===== config.mk =====
export PLATFORM = sky130hd
export DESIGN_NAME = signed_int_to_decimal_ascii
export DESIGN_NICKNAME = d
export VERILOG_FILES = /design/src/hdl/sitda_pkg.sv /design/src/hdl/signed_int_to_decimal_ascii.sv
export SDC_FILE = /design/constraint.sdc
export NUM_CORES = 1
export LEC_CHECK = 0
export BUFFER_PORTS_ARGS = -buffer_cell sky130_fd_sc_hd__buf_2
export CAP_MARGIN = 20
export CORE_MARGIN = 2
export CORE_UTILIZATION = 35
export DETAILED_ROUTE_END_ITERATION = 12
export PLACE_DENSITY = 0.54
export SYNTH_ARGS = -nofsm -noshare
export SYNTH_HDL_FRONTEND = slang
export SYNTH_SLANG_ARGS = --single-unit

===== constraint.sdc =====
create_clock -name clk -period 11.5 [get_ports clk]
set_clock_uncertainty 0.1 [all_clocks]
set_input_delay 2.3 -clock clk [delete_from_list [all_inputs] [get_ports clk]]
set_output_delay 2.3 -clock clk [all_outputs]
set_load 0.05 [all_outputs]

===== src/hdl/sitda_pkg.sv =====
// ----------------------------------------------------------------------------
// sitda_pkg
// Shared types, constants and binary-to-BCD helpers for the signed integer
// to decimal text converter.
// ----------------------------------------------------------------------------
package sitda_pkg;

	localparam int VALUE_W         = 32;
	localparam int NUM_DIGITS      = 10;
	localparam int BCD_W           = 4 * NUM_DIGITS;
	localparam int DIGIT_IDX_W     = $clog2(NUM_DIGITS);
	localparam int CHAR_W          = 6;
	localparam int STEPS_PER_STAGE = 8;

	localparam logic [CHAR_W-1:0] CHAR_ZERO  = 6'd48;
	localparam logic [CHAR_W-1:0] CHAR_MINUS = 6'd45;

	// Data carried down the conversion pipeline.
	typedef struct packed {
		logic [BCD_W-1:0]   bcd;
		logic [VALUE_W-1:0] bin;
		logic               neg;
	} conv_t;

	// One double-dabble step: correct every digit, then shift in one bit.
	function automatic logic [BCD_W-1:0] dd_step(input logic [BCD_W-1:0] bcd,
			input logic bit_in);
		logic [BCD_W-1:0] adj;
		logic [3:0]       nib;
		adj = bcd;
		for (int i = 0; i < NUM_DIGITS; i++) begin
			nib = bcd[i*4 +: 4];
			if (nib >= 4'd5) begin
				nib = nib + 4'd3;
			end
			adj[i*4 +: 4] = nib;
		end
		return {adj[BCD_W-2:0], bit_in};
	endfunction

	// The share of the conversion done by one pipeline stage.
	function automatic conv_t dd_stage(input conv_t c);
		conv_t r;
		r = c;
		for (int s = 0; s < STEPS_PER_STAGE; s++) begin
			r.bcd = dd_step(r.bcd, r.bin[VALUE_W-1]);
			r.bin = {r.bin[VALUE_W-2:0], 1'b0};
		end
		return r;
	endfunction

endpackage


===== src/hdl/signed_int_to_decimal_ascii.sv =====
// ----------------------------------------------------------------------------
// signed_int_to_decimal_ascii
// Converts a signed 32-bit integer into its decimal ASCII text, one
// character per cycle, sign first, most significant digit first.
// ----------------------------------------------------------------------------
//
//   Channel   Handshake        Payload                 Direction
//   -------   --------------   ---------------------   ---------
//   input     start / busy     value                   in
//   result    strobe           ascii_char, last_char   out
//
// An item is taken on a clock edge with start high and busy low. It passes
// one stage that forms sign and magnitude and four stages of eight
// double-dabble steps each, then loads the character serializer, whose
// registers drive the first character; each item then occupies the result
// port for 1 to 11 characters (sign plus digits), one character a cycle,
// which sets the sustained rate. Reset clears all valid bits and the
// serializer. The receiver cannot stall; busy rises while the last pipeline
// stage holds an item that the serializer cannot take yet.
//
module signed_int_to_decimal_ascii
	import sitda_pkg::*;
(
	input  logic                     clk,
	input  logic                     arst_n,
	input  logic                     start,
	output logic                     busy,
	input  logic signed [VALUE_W-1:0] value,
	output logic                     strobe,
	output logic [CHAR_W-1:0]        ascii_char,
	output logic                     last_char
);

	logic  v_s1, v_s2, v_s3, v_s4, v_s5;
	conv_t conv_s1, conv_s2, conv_s3, conv_s4, conv_s5;

	logic                   act_q;
	logic                   sign_q;
	logic [DIGIT_IDX_W-1:0] idx_q;
	logic [BCD_W-1:0]       bcd_q;

	logic                   last_now;
	logic                   ser_free;
	logic                   load;
	logic                   en;
	logic [VALUE_W-1:0]     raw;
	logic [VALUE_W-1:0]     mag;
	logic [DIGIT_IDX_W-1:0] top_idx;
	logic [3:0]             cur_digit;

	assign raw = $unsigned(value);
	assign mag = raw[VALUE_W-1] ? VALUE_W'(~raw + 32'd1) : raw;

	assign last_now = act_q && !sign_q && (idx_q == '0);
	assign ser_free = !act_q || last_now;
	assign load     = v_s5 && ser_free;
	assign en       = !v_s5 || ser_free;
	assign busy     = !en;

	// Index of the most significant nonzero digit; zero prints one digit.
	always_comb begin
		top_idx = '0;
		for (int i = 1; i < NUM_DIGITS; i++) begin
			if (conv_s5.bcd[i*4 +: 4] != 4'd0) begin
				top_idx = DIGIT_IDX_W'(i);
			end
		end
	end

	always_ff @(posedge clk or negedge arst_n) begin
		if (!arst_n) begin
			v_s1 <= 1'b0;
			v_s2 <= 1'b0;
			v_s3 <= 1'b0;
			v_s4 <= 1'b0;
			v_s5 <= 1'b0;
		end else if (en) begin
			v_s1 <= start;
			v_s2 <= v_s1;
			v_s3 <= v_s2;
			v_s4 <= v_s3;
			v_s5 <= v_s4;
		end
	end

	always_ff @(posedge clk) begin
		if (en) begin
			conv_s1.bcd <= '0;
			conv_s1.bin <= mag;
			conv_s1.neg <= raw[VALUE_W-1];
			conv_s2     <= dd_stage(conv_s1);
			conv_s3     <= dd_stage(conv_s2);
			conv_s4     <= dd_stage(conv_s3);
			conv_s5     <= dd_stage(conv_s4);
		end
	end

	// Serializer: the sign goes out first, then digits from the top index down.
	always_ff @(posedge clk or negedge arst_n) begin
		if (!arst_n) begin
			act_q  <= 1'b0;
			sign_q <= 1'b0;
			idx_q  <= '0;
		end else if (load) begin
			act_q  <= 1'b1;
			sign_q <= conv_s5.neg;
			idx_q  <= top_idx;
		end else if (act_q) begin
			if (sign_q) begin
				sign_q <= 1'b0;
			end else if (idx_q == '0) begin
				act_q <= 1'b0;
			end else begin
				idx_q <= idx_q - DIGIT_IDX_W'(1);
			end
		end
	end

	always_ff @(posedge clk) begin
		if (load) begin
			bcd_q <= conv_s5.bcd;
		end
	end

	assign cur_digit  = bcd_q[{idx_q, 2'b00} +: 4];
	assign strobe     = act_q;
	assign ascii_char = sign_q ? CHAR_MINUS : CHAR_ZERO + {2'b00, cur_digit};
	assign last_char  = last_now;

endmodule


==> run summary <==
die area - 0.07966 mm²
post-synthesis instance total - 3345
relative slew slack - 28.96%
top cells by area in the synthesized netlist - edfxtp_1 (25%), ha_1 (6.5%), nand2_1 (4.8%), a21oi_1 (4.3%), o21ai_0 (4.2%)
fmax - 131.6 MHz
CP max stage cell - or4_1
most frequent cells in the layout - nand2_1 (343), nor2_1 (272), a21oi_1 (234), o21ai_0 (230), edfxtp_1 (227)
Critical Path End Type - register
Yosys cell types - 120
worst min path class - reg2reg
Post-DRT Antenna Nets - 0
Setup Buffers After CTS - 0
starting density of the core - 35.15%
Syn. warnings - 0
Worst Tran Pin Value - 1.066 ns
# DRC - 0
core footprint - 0.07708 mm²
max-slew violations - 0
row count - 102
fin nets - 3500
register area share after synthesis - 26.17%
final wirelength - 55530 µm
final setup vio count - 0
Final min period - 7.599 ns
CP arrival - 7.84 ns
final hold viol count - 0
via/cell ratio - 5.424
Routability Congestion - 0.7818
status - completed
share of Yosys cell area claimed by the top area cell type - 25.16%
Area Growth Syn to Fin - 8.280%
routed len/inst - 12.65 µm
post-DP HPWL - 41580 µm
top_reg_cell synth - edfxtp_1
syn_area_per_cell - 8.100 µm²
initial antenna violation count - 0
vias - 23810
Skew-Pair Late Insertion Delay - 0.61 ns
hold_buf cts - 0
synthesized cell area - 0.02710 mm²
most common cell after layout, fill and taps aside - nand2_1
FFs w/ async S/R, synth - 4.622%
largest net degree at the start of global routing - 68
I/O pins - 44
ant diodes - 0
DR pass1 iterations - 5
First DRT Iteration DRCs - 1378
Post-synth EDFFs - 227
post-CTS resize count - 0
worst path required time - 11.74 ns
vias in the first global route - 20990
die height - 282.2 µm
unrepaired setup endpoints after global routing - false
CP Max Fanout - 10
crit-path max cell delay - 0.64 ns
clock transition at the registers of the reported paths - 0.06 ns
Setup CP Type - reg2reg
CTS root buf - clkbuf_16
Max clock buf depth - 3
cell accounting for the most synthesized area - edfxtp_1
first-pass GRT wire length - 96280 µm
#FFs+latches synth - 238
H-tree levels - 1
Die X - 282.2 µm
Setup TNS Final - 0 ns
Syn Nets - 3520
Total Routing Usage GR - 13.58%
# Max-Cap Violations - 0
crit path launch type - register
Sink Count - 238
gr ovfl total - 0
Final Cycle Share - 66.08%
ratio of cells with drive above 1 in the final layout - 8.570%
port bufs - 42
CTS tree - yes
CTS Buf Count - 30
-- routing by layer --
layer	GRT usage (%)	vias up	routed length, µm
met5	0	-	0
met1	19.40	10880	28730
li1	-	12630	-
met2	22.40	255	24670
met4	2.157	0	750
met3	1.437	42	1385
-- Yosys cell counts, types with 16 or more instances --
master,instances
o21ai_0,230
a31oi_1,51
a211o_1,26
nor2_1,272
mux2_2,46
nor3_1,80
o31ai_1,26
o211a_1,18
nand2b_1,84
o22ai_1,37
nand3_1,66
o32ai_1,18
o21ai_1,45
or3_1,32
nor4_1,23
a21oi_1,234
ha_1,140
or2_2,38
o21a_1,43
nand3b_1,16
xnor2_1,92
nor2b_1,47
o211ai_1,37
o22a_1,18
a21o_1,43
edfxtp_1,227
and3_1,18
clkbuf_1,79
buf_2,20
o21bai_1,29
a211oi_1,80
and2_1,41
a21boi_0,21
a22oi_1,27
inv_1,207
mux2i_1,105
xor2_1,35
o221ai_1,18
nand2_1,343
-- area by class of cell --
| class | count | area (µm²) |
|---|---|---|
| repair buffers | 54 | 297.8 |
| inverters | 215 | 807.0 |
| clock inverters | 23 | 312.8 |
| multi-input cells | 2786 | 18770 |
| flip-flops and latches | 238 | 7092 |
| clock buffers | 33 | 762.0 |
| fillers | 7934 | 47740 |
| well taps | 1040 | 1301 |
-- state kept, by name, summed over array words and instances (netlist names) --
name     flops
sign_q       1
conv_s2     35
conv_s3     38
idx_q        4
v_s5         1
conv_s4     40
bcd_q       40
v_s3         1
v_s4         1
v_s1         1
conv_s1     33
conv_s5     41
v_s2         1
strobe       1
-- per-stage QoR --
step	utilization, %	instances	worst slack [ns]	hold WS, ns	instance area [µm²]
6_report	38.06	4389	3.901	0.3160	29340
5_1_grt	38.06	4389	3.047	0.3213	29340
4_1_cts	38.06	4388	3.886	0.3180	29330
3_5_place_dp	36.66	4332	3.924	0.3045	28260
3_3_place_gp	36.66	4332	4.008	0.3008	28260
2_1_floorplan	-	3345	0.6517	0.3003	27100
-- path summary, 6_finish.rpt --
kind	startpoint	to	slack, ns	cells past startpoint
max	conv_s2[33]	conv_s3[51]	3.90	31
min	conv_s3[22]	conv_s4[30]	0.32	0
max reg2reg	conv_s2[33]	conv_s3[51]	3.90	31
min reg2reg	conv_s3[22]	conv_s4[30]	0.32	0
max in group asynchronous	arst_n	v_s1	9.61	1
min in group asynchronous	arst_n	sign_q	1.48	1
-- critical path, delay by kind of cell, from the launching register on --
family / cells / cell delay [ns]
XOR/XNOR: 4 / 1.31
adder cells (fa/ha/maj): 6 / 1.55
flip-flops: 1 / 0.53
AND/OR/NAND/NOR: 6 / 1.52
AO/OA/AOI/OAI: 10 / 1.85
buffers and inverters: 5 / 0.47
-- cell families after synthesis --
family / after synthesis / synth area share (%)
xor gates and xnor gates: 134 / 4.571
DFF: 238 / 26.17
AOI/OAI and AO/OA: 1190 / 30.16
and+or+nand+nor: 1145 / 20.71
adders and majority gates: 145 / 6.649
other: 1 / 0.01384
buffers and inverters: 321 / 4.613
muxes: 171 / 7.102
Power is not shown: default switching activity piles up to over one toggle a cycle in this logic, so the estimate is an artifact.
